==> config.mk <==
export PLATFORM = sky130hd
export DESIGN_NAME = max_rectangle_binary_matrix_top
export DESIGN_NICKNAME = d
export VERILOG_FILES = /design/src/hdl/mrbm_pkg.sv /design/src/hdl/max_rectangle_binary_matrix_top.sv /design/src/hdl/mrbm_ctrl.sv /design/src/hdl/mrbm_dp.sv
export SDC_FILE = /design/constraint.sdc
export NUM_CORES = 2
export LEC_CHECK = 0
export BUFFER_PORTS_ARGS = -buffer_cell sky130_fd_sc_hd__buf_2
export CELL_PAD_IN_SITES_DETAIL_PLACEMENT = 0
export CELL_PAD_IN_SITES_GLOBAL_PLACEMENT = 1
export CORE_ASPECT_RATIO = 1.1
export CORE_MARGIN = 4
export CORE_UTILIZATION = 60
export CTS_CLUSTER_DIAMETER = 150
export DETAILED_ROUTE_END_ITERATION = 16
export GPL_TIMING_DRIVEN = 0
export PLACE_DENSITY_LB_ADDON = 0.25
export RECOVER_POWER = 25
export SYNTH_ARGS = -nofsm -noshare
export SYNTH_HDL_FRONTEND = slang
export SYNTH_SLANG_ARGS = --single-unit
==> constraint.sdc <==
create_clock -name clk -period 19.8 [get_ports clk]
set_input_delay 3.96 -clock clk [delete_from_list [all_inputs] [get_ports clk]]
set_output_delay 3.96 -clock clk [all_outputs]
set_load 0.005 [all_outputs]
==> src/hdl/mrbm_pkg.sv <==
package mrbm_pkg;

	// Matrix limits.
	localparam int COLS_MAX = 64;
	localparam int ROWS_MAX = 64;

	// Derived widths.
	localparam int COL_W     = $clog2(COLS_MAX + 1);
	localparam int ADDR_W    = $clog2(COLS_MAX);
	localparam int HGT_W     = $clog2(ROWS_MAX + 1);
	localparam int STK_DEPTH = COLS_MAX + 1;
	localparam int STK_AW    = $clog2(STK_DEPTH);
	localparam int AREA_W    = 13;
	localparam int ROW_LEN_W = 7;

	localparam logic [ROW_LEN_W-1:0] ROW_LEN_RST = ROW_LEN_W'(64);

	// Controller states.
	typedef enum logic [2:0] {
		S_IDLE,
		S_UPD,
		S_FETCH,
		S_CMP,
		S_POP,
		S_AREA,
		S_FIN
	} state_t;

	// One entry of the monotonic stack: column index and its height.
	typedef struct packed {
		logic [COL_W-1:0] idx;
		logic [HGT_W-1:0] hgt;
	} stk_ent_t;

	// Commands from the controller to the datapath.
	typedef struct packed {
		logic accept;
		logic upd;
		logic fetch;
		logic push;
		logic pop;
		logic area;
		logic fin_load;
	} cmd_t;

	// Status from the datapath to the controller.
	typedef struct packed {
		logic row_done;
		logic last;
		logic pop_ok;
		logic at_end;
		logic out_free;
	} status_t;

endpackage

==> src/hdl/max_rectangle_binary_matrix_top.sv <==
// Each input beat passes the idle and update states; a beat that ends a row adds a row scan
// made of the fetch, compare, pop and area steps of the stack sequencer.
// The result is loaded into the output register when the scan after the last cell ends;
// it waits only while the previous result is still stalled.
// Reset clears the controller, the counters, the best area and all column valid bits at
// once, so every column height reads as zero; row_length returns to 64.
module max_rectangle_binary_matrix_top (
	input  logic                           clk,
	input  logic                           arst_n,
	input  logic                           cfg_wr_en,
	input  logic [mrbm_pkg::ROW_LEN_W-1:0] row_length,
	input  logic                           in_valid,
	output logic                           in_stall,
	input  logic                           cell_req,
	input  logic                           last_cell,
	output logic                           out_valid,
	input  logic                           out_stall,
	output logic [mrbm_pkg::AREA_W-1:0]    max_area
);

	mrbm_pkg::cmd_t    cmd;
	mrbm_pkg::status_t sts;

	// Sequencer.
	mrbm_ctrl u_ctrl (
		.clk      (clk),
		.arst_n   (arst_n),
		.in_valid (in_valid),
		.sts      (sts),
		.in_stall (in_stall),
		.cmd      (cmd)
	);

	// Heights, stack and area datapath.
	mrbm_dp u_dp (
		.clk        (clk),
		.arst_n     (arst_n),
		.cfg_wr_en  (cfg_wr_en),
		.row_length (row_length),
		.cell_req   (cell_req),
		.last_cell  (last_cell),
		.out_stall  (out_stall),
		.cmd        (cmd),
		.sts        (sts),
		.out_valid  (out_valid),
		.max_area   (max_area)
	);

endmodule

==> src/hdl/mrbm_ctrl.sv <==
module mrbm_ctrl (
	input  logic             clk,
	input  logic             arst_n,
	input  logic             in_valid,
	input  mrbm_pkg::status_t sts,
	output logic             in_stall,
	output mrbm_pkg::cmd_t   cmd
);

	mrbm_pkg::state_t state_q;
	mrbm_pkg::state_t state_d;

	// State register.
	always_ff @(posedge clk or negedge arst_n) begin
		if (!arst_n) begin
			state_q <= mrbm_pkg::S_IDLE;
		end else begin
			state_q <= state_d;
		end
	end

	// Input beats are taken only between items.
	assign in_stall = (state_q != mrbm_pkg::S_IDLE);

	// Next state and commands.
	always_comb begin
		state_d = state_q;
		cmd     = '0;
		unique case (state_q)
			mrbm_pkg::S_IDLE: begin
				if (in_valid) begin
					cmd.accept = 1'b1;
					state_d    = mrbm_pkg::S_UPD;
				end
			end
			mrbm_pkg::S_UPD: begin
				cmd.upd = 1'b1;
				state_d = sts.row_done ? mrbm_pkg::S_FETCH : mrbm_pkg::S_IDLE;
			end
			mrbm_pkg::S_FETCH: begin
				cmd.fetch = 1'b1;
				state_d   = mrbm_pkg::S_CMP;
			end
			mrbm_pkg::S_CMP: begin
				if (sts.pop_ok) begin
					cmd.pop = 1'b1;
					state_d = mrbm_pkg::S_POP;
				end else if (sts.at_end) begin
					state_d = mrbm_pkg::S_FIN;
				end else begin
					cmd.push = 1'b1;
					state_d  = mrbm_pkg::S_FETCH;
				end
			end
			mrbm_pkg::S_POP: begin
				state_d = mrbm_pkg::S_AREA;
			end
			mrbm_pkg::S_AREA: begin
				cmd.area = 1'b1;
				state_d  = mrbm_pkg::S_CMP;
			end
			mrbm_pkg::S_FIN: begin
				if (!sts.last) begin
					state_d = mrbm_pkg::S_IDLE;
				end else if (sts.out_free) begin
					cmd.fin_load = 1'b1;
					state_d      = mrbm_pkg::S_IDLE;
				end
			end
			default: begin
				state_d = mrbm_pkg::S_IDLE;
			end
		endcase
	end

endmodule

==> src/hdl/mrbm_dp.sv <==
module mrbm_dp (
	input  logic                              clk,
	input  logic                              arst_n,
	input  logic                              cfg_wr_en,
	input  logic [mrbm_pkg::ROW_LEN_W-1:0]    row_length,
	input  logic                              cell_req,
	input  logic                              last_cell,
	input  logic                              out_stall,
	input  mrbm_pkg::cmd_t                    cmd,
	output mrbm_pkg::status_t                 sts,
	output logic                              out_valid,
	output logic [mrbm_pkg::AREA_W-1:0]       max_area
);

	localparam int COL_W  = mrbm_pkg::COL_W;
	localparam int ADDR_W = mrbm_pkg::ADDR_W;
	localparam int HGT_W  = mrbm_pkg::HGT_W;
	localparam int STK_AW = mrbm_pkg::STK_AW;
	localparam int AREA_W = mrbm_pkg::AREA_W;
	localparam int RL_W   = mrbm_pkg::ROW_LEN_W;

	// Column height memory with one valid bit per column.
	logic [HGT_W-1:0]    h_mem [mrbm_pkg::COLS_MAX];
	logic [mrbm_pkg::COLS_MAX-1:0] h_vld_q;
	logic [HGT_W-1:0]    h_rd_q;
	logic                h_rv_q;

	// Stack memory of column indices and heights.
	mrbm_pkg::stk_ent_t  stk_mem [mrbm_pkg::STK_DEPTH];
	mrbm_pkg::stk_ent_t  stk_rd_q;
	mrbm_pkg::stk_ent_t  top_q;
	mrbm_pkg::stk_ent_t  push_ent;

	logic [RL_W-1:0]     row_len_q;
	logic [RL_W-1:0]     eff_len;
	logic [COL_W-1:0]    count_q;
	logic [COL_W:0]      cnt_inc;
	logic [COL_W-1:0]    cols_q;
	logic [COL_W-1:0]    i_q;
	logic [STK_AW-1:0]   sd_q;
	logic                cell_q;
	logic                last_q;
	logic                i_lt;
	logic [HGT_W-1:0]    cur;
	logic [HGT_W-1:0]    h_old;
	logic [HGT_W-1:0]    h_new;
	logic [COL_W-1:0]    left;
	logic [COL_W-1:0]    span;
	logic [HGT_W+COL_W-1:0] prod;
	logic [AREA_W-1:0]   area_s1;
	logic                area_vld_s1;
	logic [AREA_W-1:0]   best_q;
	logic                out_vld_q;
	logic [AREA_W-1:0]   max_area_q;

	// Row length clamped to 1..COLS_MAX.
	always_comb begin
		if (row_len_q == '0) begin
			eff_len = RL_W'(1);
		end else if (row_len_q > RL_W'(mrbm_pkg::COLS_MAX)) begin
			eff_len = RL_W'(mrbm_pkg::COLS_MAX);
		end else begin
			eff_len = row_len_q;
		end
	end

	// Height update for the cell in hand, saturating at ROWS_MAX.
	always_comb begin
		h_old = h_rv_q ? h_rd_q : '0;
		if (!cell_q) begin
			h_new = '0;
		end else if (h_old < HGT_W'(mrbm_pkg::ROWS_MAX)) begin
			h_new = h_old + HGT_W'(1);
		end else begin
			h_new = HGT_W'(mrbm_pkg::ROWS_MAX);
		end
	end

	// Row scan terms: current height, pop test and rectangle width.
	always_comb begin
		cnt_inc   = {1'b0, count_q} + (COL_W + 1)'(1);
		i_lt      = (i_q < cols_q);
		cur       = (i_lt && h_rv_q) ? h_rd_q : '0;
		push_ent.idx = i_q;
		push_ent.hgt = cur;
		left      = (sd_q != '0) ? (stk_rd_q.idx + COL_W'(1)) : '0;
		span      = i_q - left;
		prod      = {{COL_W{1'b0}}, top_q.hgt} * {{HGT_W{1'b0}}, span};
	end

	// Status toward the controller.
	always_comb begin
		sts.row_done = (cnt_inc >= {1'b0, eff_len}) || last_q;
		sts.last     = last_q;
		sts.pop_ok   = (sd_q != '0) && (top_q.hgt >= cur);
		sts.at_end   = !i_lt;
		sts.out_free = !out_vld_q || !out_stall;
	end

	// Height memory port.
	always_ff @(posedge clk) begin
		if (cmd.accept) begin
			h_rd_q <= h_mem[count_q[ADDR_W-1:0]];
		end else if (cmd.fetch) begin
			h_rd_q <= h_mem[i_q[ADDR_W-1:0]];
		end
		if (cmd.upd) begin
			h_mem[count_q[ADDR_W-1:0]] <= h_new;
		end
	end

	// Stack memory port.
	always_ff @(posedge clk) begin
		if (cmd.push && i_lt) begin
			stk_mem[sd_q] <= push_ent;
		end
		if (cmd.pop && (sd_q > STK_AW'(1))) begin
			stk_rd_q <= stk_mem[sd_q - STK_AW'(2)];
		end
	end

	// Control and result registers.
	always_ff @(posedge clk or negedge arst_n) begin
		if (!arst_n) begin
			row_len_q   <= mrbm_pkg::ROW_LEN_RST;
			h_vld_q     <= '0;
			h_rv_q      <= 1'b0;
			count_q     <= '0;
			cols_q      <= '0;
			i_q         <= '0;
			sd_q        <= '0;
			top_q       <= '0;
			cell_q      <= 1'b0;
			last_q      <= 1'b0;
			area_s1     <= '0;
			area_vld_s1 <= 1'b0;
			best_q      <= '0;
			out_vld_q   <= 1'b0;
			max_area_q  <= '0;
		end else begin
			if (cfg_wr_en) begin
				row_len_q <= row_length;
			end

			// Take the input beat and look up its column.
			if (cmd.accept) begin
				cell_q <= cell_req;
				last_q <= last_cell;
				h_rv_q <= h_vld_q[count_q[ADDR_W-1:0]];
			end else if (cmd.fetch) begin
				h_rv_q <= h_vld_q[i_q[ADDR_W-1:0]];
			end

			// Write the new height and start a row scan at row end.
			if (cmd.upd) begin
				h_vld_q[count_q[ADDR_W-1:0]] <= 1'b1;
				if (sts.row_done) begin
					cols_q  <= cnt_inc[COL_W-1:0];
					count_q <= '0;
					i_q     <= '0;
					sd_q    <= '0;
				end else begin
					count_q <= cnt_inc[COL_W-1:0];
				end
			end

			// Push the current column and move on.
			if (cmd.push) begin
				if (i_lt) begin
					top_q <= push_ent;
					sd_q  <= sd_q + STK_AW'(1);
				end
				i_q <= i_q + COL_W'(1);
			end

			if (cmd.pop) begin
				sd_q <= sd_q - STK_AW'(1);
			end

			// Area of the popped bar; the next stack entry becomes the top.
			area_vld_s1 <= cmd.area;
			if (cmd.area) begin
				area_s1 <= prod[AREA_W-1:0];
				if (sd_q != '0) begin
					top_q <= stk_rd_q;
				end
			end

			// Best area so far, cleared once it is reported.
			if (cmd.fin_load) begin
				best_q <= '0;
			end else if (area_vld_s1 && (area_s1 > best_q)) begin
				best_q <= area_s1;
			end

			// Output register and clearing after a report.
			if (cmd.fin_load) begin
				out_vld_q  <= 1'b1;
				max_area_q <= best_q;
				h_vld_q    <= '0;
			end else if (out_vld_q && !out_stall) begin
				out_vld_q <= 1'b0;
			end
		end
	end

	assign out_valid = out_vld_q;
	assign max_area  = max_area_q;

endmodule
Word-level counts from Yosys, hierarchy flattened
Memory sizes are Yosys's and may differ from the RTL's. A register that Yosys moved wholly into a read port is not among the register bits.
Index checks and enable logic that the tools add are counted.
- register bits: 167
- RAM bits: 1358
- input bits: 14
- output and inout bits: 15
- memories: 2
- memories (memory ; depth ; bits a word ; read ports ; clocked after Yosys merged registers in ; write ports ; RTL line ; RTL):
    u_dp.stk_mem ; 65 ; 14 ; 1 ; 1 ; 1 ; mrbm_dp.sv:29 ; mrbm_pkg::stk_ent_t stk_mem [mrbm_pkg::STK_DEPTH];
    u_dp.h_mem ; 64 ; 7 ; 2 ; 0 ; 1 ; mrbm_dp.sv:23 ; logic [HGT_W-1:0] h_mem [mrbm_pkg::COLS_MAX];
- add/sub/neg operators: 8
- $mul: 1
- magnitude comparators: 10
- equality and inequality tests: 8
- multiplexer cells: 59
- bitwise operators: 1
- reduce and logical (&&, ||, !) cells: 25
- operators with widths (operator ; count):
    $mux 64 ; 2
    $mux 7 ; 18
    $or 64x64->64 ; 1
    $mux 14 ; 4
    $add 7x1->7 const B ; 4
    $mux 13 ; 2
    $mux 1 ; 22
    $pmux 3 s6 ; 1
    $mux 3 ; 5
    $lt 6x7->1 const B ; 2
    $gt 13x13->1 ; 1
    $mul 7x7->13 ; 1
    $bmux 1 s6 ; 2
    $reduce_bool 2->1 ; 6
    $eq 3x3->1 const B ; 3
    $add 7x1->8 const B ; 1
    $ge 8x7->1 ; 1
    $ge 7x7->1 ; 1
    $gt 7x1->1 const B ; 1
    $gt 7x7->1 const B ; 1
    $logic_and 1x1->1 ; 7
    $logic_not 7->1 ; 1
    $lt 7x7->1 ; 1
    $lt 7x7->1 const B ; 1
    other kinds (17) ; 23

Logic depth before layout (Yosys ltp)
- depth after elaboration: 10
- gate-level depth with buffers: 34
- mapped depth without buffers: 30

Modules after synthesis
A second synthesis with hierarchy kept.
- cell total of the unflattened synthesis: 3784
- area total of the unflattened synthesis: 66965.5 um2
- modules (own cells, without submodules) (module ; instances ; cells each ; area each (um2)):
    mrbm_dp ; 1 ; 3756 ; 66746.5
    mrbm_ctrl ; 1 ; 28 ; 219.0

Worst setup path before layout
Ideal clock, no wire load.
- kind: reg-to-reg
- start point: reg u_dp.sd_q[1]
- end point: reg u_dp.area_s1[12]
- library setup time: 132 ps
- data arrival time: 6961 ps
- data required time: 19668 ps
- path slack: 12707 ps
- cell stages (with the launch flop): 33
- path buffers: 5
- clock period less this slack: 7093 ps
- path through: dfrtp_1 buf_2 buf_2 buf_2 buf_1 inv_1 ha_1 nor4b_2 nand2_1 clkbuf_1 nand2_1 ha_1 a21o_1 a21o_1 a21o_1 a21oi_1 xnor2_1 nand2_1 fa_1 fa_1 inv_1 fa_1 inv_1 fa_1 inv_1 ha_1 o21ai_0 a21oi_1 o21a_1 o21ai_0 a21oi_1 xnor2_1 o21ai_0
- word-level cells in the longest chain between the ends: 4
- RTL lines (item ; RTL line ; RTL):
    start, declared ; mrbm_dp.sv:40 ; logic [STK_AW-1:0] sd_q;
    start signal, assigned ; mrbm_dp.sv:171 ; sd_q <= sd_q + STK_AW'(1);
    start signal, assigned ; mrbm_dp.sv:177 ; sd_q <= sd_q - STK_AW'(1);
    $reduce_bool 7->1 ; mrbm_dp.sv:86 ; left = (sd_q != '0) ? (stk_rd_q.idx + COL_W'(1)) : '0;
    $mux 7 ; mrbm_dp.sv:86 ;
    $sub 7x7->7 ; mrbm_dp.sv:87 ; span = i_q - left;
    $mul 7x7->13 ; mrbm_dp.sv:88 ; prod = {{COL_W{1'b0}}, top_q.hgt} * {{HGT_W{1'b0}}, span};
    end signal, assigned ; mrbm_dp.sv:183 ; area_s1 <= prod[AREA_W-1:0];
    end, declared ; mrbm_dp.sv:50 ; logic [AREA_W-1:0] area_s1;
Every way passes these cells.
A chain may end at the register's enable or synchronous reset.

Worst setup path after layout
- start point: reg u_dp.i_q[1]
- end point: mem u_dp.stk_mem[62][8] (netlist name) (enable)
- word-level cells in the longest chain between the ends: 10
- elaborated cells on any way between the ends: 11
- RTL lines (item ; RTL line ; RTL):
    start, declared ; mrbm_dp.sv:39 ; logic [COL_W-1:0] i_q;
    start signal, assigned ; mrbm_dp.sv:173 ; i_q <= i_q + COL_W'(1);
    $lt 7x7->1 ; mrbm_dp.sv:82 ; i_lt = (i_q < cols_q);
    $logic_and 1x1->1 ; mrbm_dp.sv:83 ; cur = (i_lt && h_rv_q) ? h_rd_q : '0;
    $mux 7 ; mrbm_dp.sv:83 ;
    net u_dp.cur[0] ; mrbm_dp.sv:44 ; logic [HGT_W-1:0] cur;
    $ge 7x7->1 ; mrbm_dp.sv:95 ; sts.pop_ok = (sd_q != '0) && (top_q.hgt >= cur);
    $logic_and 1x1->1 ; mrbm_dp.sv:95 ;
    $mux 1 ; mrbm_ctrl.sv:45 ; if (sts.pop_ok) begin
    $mux 2 ; mrbm_ctrl.sv:29 ; unique case (state_q)
    $logic_and 1x1->1 ; mrbm_dp.sv:114 ; if (cmd.push && i_lt) begin
    $mux 1 ; mrbm_dp.sv:114 ;
    $mux 1 (implied by the code) ; mrbm_dp.sv:115 ; stk_mem[sd_q] <= push_ent;
    end, declared ; mrbm_dp.sv:29 ;
The timed path passes the listed nets, and every way through them passes these cells.

==> summary.md <==
| Metric | Value |
|---|---|
| Status | `complete, but fails checks` |
| Failing checks | `max-capacitance violations, max-slew violations` |
| Vias in the first global route | `40000` |
| Total gr overflow | `0` |
| DIE HEIGHT | `357 um` |
| Final period util | `49.9%` |
| Placement Cell Area | `69200 sq um` |
| Total routed wirelength | `208000 um` |
| Hold Vio Cnt, Final | `0` |
| CP max stage delay | `~1900 ps` |
| I/O pins | `29` |
| Cells after synthesis | `3848` |
| Vias/cell | `between 7 and 8` |
| Syn_area_per_cell | `17.3 sq um` |
| Final setup violation count | `0` |
| Post-layout util | `67.2%` |
| Die ar. | `around 120000 sq um` |
| Aggregate global-route resource usage | `36.2%` |
| 1st-iter DRT viols | `6554` |
| Async S/R FF share, synth | `9.99%` |
| Cts hold-fix bufs | `0` |
| CTS resizes | `0` |
| Pin count of the biggest net entering global routing | `approximately 80` |
| Post-route setup TNS | `0 ps` |
| First-pass GRT wire length | `294000 um` |
| Core Area | `110000 sq um` |
| Achievable clock frequency | `101 MHz` |
| Setup repair after global routing missed its margin | `false` |
| Vias | `40200` |
| Worst Path Arrival | `between 10000 and 15000 ps` |
| CP startpoint kind | `register` |
| Layout Nets | `4180` |
| Leak Pwr | `0.0251 uW` |
| Syn Std Cell Area | `66600 sq um` |
| Layout cells sized above 1 | `between 20% and 30%` |
| Register area share after synthesis | `67.9%` |
| Slowest-stage cell, CP | `clkbuf_1` |
| Area leader, netlist | `edfxtp_1` |
| Clock Tree Root | `clkbuf_16` |
| Max_slew headroom | `-118%` |
| Clock buffer depth | `3` |
| Critical path cell sequence | `clkbuf_1, ha_1, a211o_1, a21oi_1, o21a_1, clkbuf_1, and2_2, ha_1, nand2b_1, a31oi_1, o21ai_0, a21o_1, a21oi_2, buf_2, nand3_1, nor2_1` |
| H-tree levels | `4` |
| Num CTS Buffers | `149` |
| Postcts setup bufs | `0` |
| Hold WS | `~460 ps` |
| Fin Clk Skew | `45.3 ps` |
| Worst vdd ir | `0.0814 mV` |
| Std cell rows | `127` |
| Power per cell area | `~150 nW/um^2` |
| Max Fanout on Critical Path | `around 40` |
| Clock Latency Late Sink | `approximately 800 ps` |
| FF+latch count, synth | `1532` |
| Number of remaining DRC errors | `0` |
| DRT antenna net count | `0` |
| CP endpoint kind | `register` |
| EDFF count, synth | `about 1400` |
| Synth area leaders | `edfxtp_1 (62%), mux4_2 (15%), dfrtp_1 (5.7%)` |
| Crit Path Class | `reg -> reg` |
| RD Place Congestion | `1.08` |
| P&R area growth vs syn | `10.7%` |
| Initial Util | `about three fifths` |
| Maxcap violations | `23` |
| Post-Place Worst Slack | `between 10000 and 15000 ps` |
| Final worst path period need | `9880 ps` |
| Synth top area share | `62.2%` |
| Detail Placement HPWL | `around 140000 um` |
| Post-synth cell types | `70` |
| Clock sinks | `roughly 1500` |
| Reg2Reg Launch Point | `u_dp.i_q[1]` |
| Most frequent cells after synthesis | `edfxtp_1 (1379), mux4_2 (440), nor2_1 (318)` |
| Yosys warning count | `0` |
| First-pass iteration count of the detailed router | `7` |
| Critical Path RT | `20170 ps` |
| Die width | `around 330 um` |
| Final setup margin | `9920 ps` |
| Critical path origin | `u_dp.i_q[1]` |
| Port-buffer cells | `27` |
| Design area | `73700 sq um` |
| Initial antenna violation count | `7` |
| Clk pin slew, worst setup/hold paths | `60 ps` |
| HP Class | `reg -> reg` |
| Worst hold start | `u_dp.stk_rd_q[3]` |
| Most numerous cell in the Yosys netlist | `edfxtp_1` |
| TritonCTS clock tree | `yes` |
| Post-synth net total | `3968` |
| Top FF cell, synth | `edfxtp_1` |
| Average wire per standard cell | `between 30 and 40 um` |
| Count of final max-slew check failures | `roughly 740` |
| Slew @ Worst Pin | `3270 ps` |
-- cells by family after synthesis --
family | synth area share (%)
multiplexers | 16.9
AO/OA/AOI/OAI | 5.01
AND/OR/NAND/NOR | 5.46
adder cells (fa/ha/maj) | 2.26
flip-flops | 67.9
XOR/XNOR | 0.473
buffers and inverters | 1.99
-- placed cells by master (no fill, tap or decap), drive strengths merged, types with 87 or more instances in the layout --
cell type and n:
nand3 105, o21ai 99, nor2 318, nand2 260, a221oi 87, edfxtp 1379, dfrtp 152, buf 157
mux4 441, clkbuf 329
-- sequential cells by signal, indices dropped and copies added, names as in the netlist, 3 cells and up --
name / count
u_dp.max_area: 13
u_dp.stk_mem: 910
u_dp.count_q: 7
u_ctrl.state_q: 3
u_dp.top_q: 7
u_dp.cols_q: 7
u_dp.sd_q: 7
u_dp.best_q: 13
u_dp.row_len_q: 7
u_dp.i_q: 7
u_dp.area_s1: 13
u_dp.h_rd_q: 7
u_dp.h_vld_q: 64
u_dp.h_mem: 448
u_dp.stk_rd_q: 14
-- critical path: cells and delay by family (launching register included) --
family                   cells  cell delay [ps]
AO/OA/AOI/OAI                7             1700
adder cells (fa/ha/maj)      2              830
buffers and inverters        3             2570
flip-flops                   1             1340
AND/OR/NAND/NOR              4             2980
-- per-layer routing --
layer	vias up	wire length, um	global-route usage, %
met3	833	25400	11.0
met5	-	21	0
met1	20400	71500	46.2
met4	4	16400	22.8
met2	3023	94800	55.0
li1	15900	-	-
-- worst paths after layout --
kind | end | slack [ps] | cells past startpoint
setup reg to reg | u_dp.stk_mem[62][8] | 9920 | 16
hold reg to reg | u_dp.top_q[3] | 460 | 2
hold / removal | u_dp.top_q[3] | 460 | 2
max in group asynchronous | u_dp.h_vld_q[1] | 15730 | 2
min in group asynchronous | u_dp.max_area[7] | 3160 | 1
setup / recovery | u_dp.stk_mem[62][8] | 9920 | 16
-- cell type report --
cell class                      instances  area (sq um)
Clock buffer                          194          4020
Antenna cell                            6          15.0
Multi-Input combinational cell       2009         20100
Fill cell                            7290         35900
Clock inverter                         74           692
Timing Repair Buffer                   61           552
Sequential cell                      1532         45200
Inverter                               76           285
Buffer                                231          1040
Tap cell                             1419          1780
-- where the power goes --
group | leakage, uW | switching (uW) | internal, uW
clock | 0.00229 | 1240 | 1570
sequential | 0.0151 | 129 | 3930
combinational | 0.00764 | 2750 | 1470
-- through the flow --
stage,total power [uW],std cells
6_report,11100,5602
5_1_grt,11400,5596
4_1_cts,11000,5592
3_5_place_dp,8230,5324
3_3_place_gp,8140,5294
2_1_floorplan,6600,3848
Power figures use the tool's default switching activity.
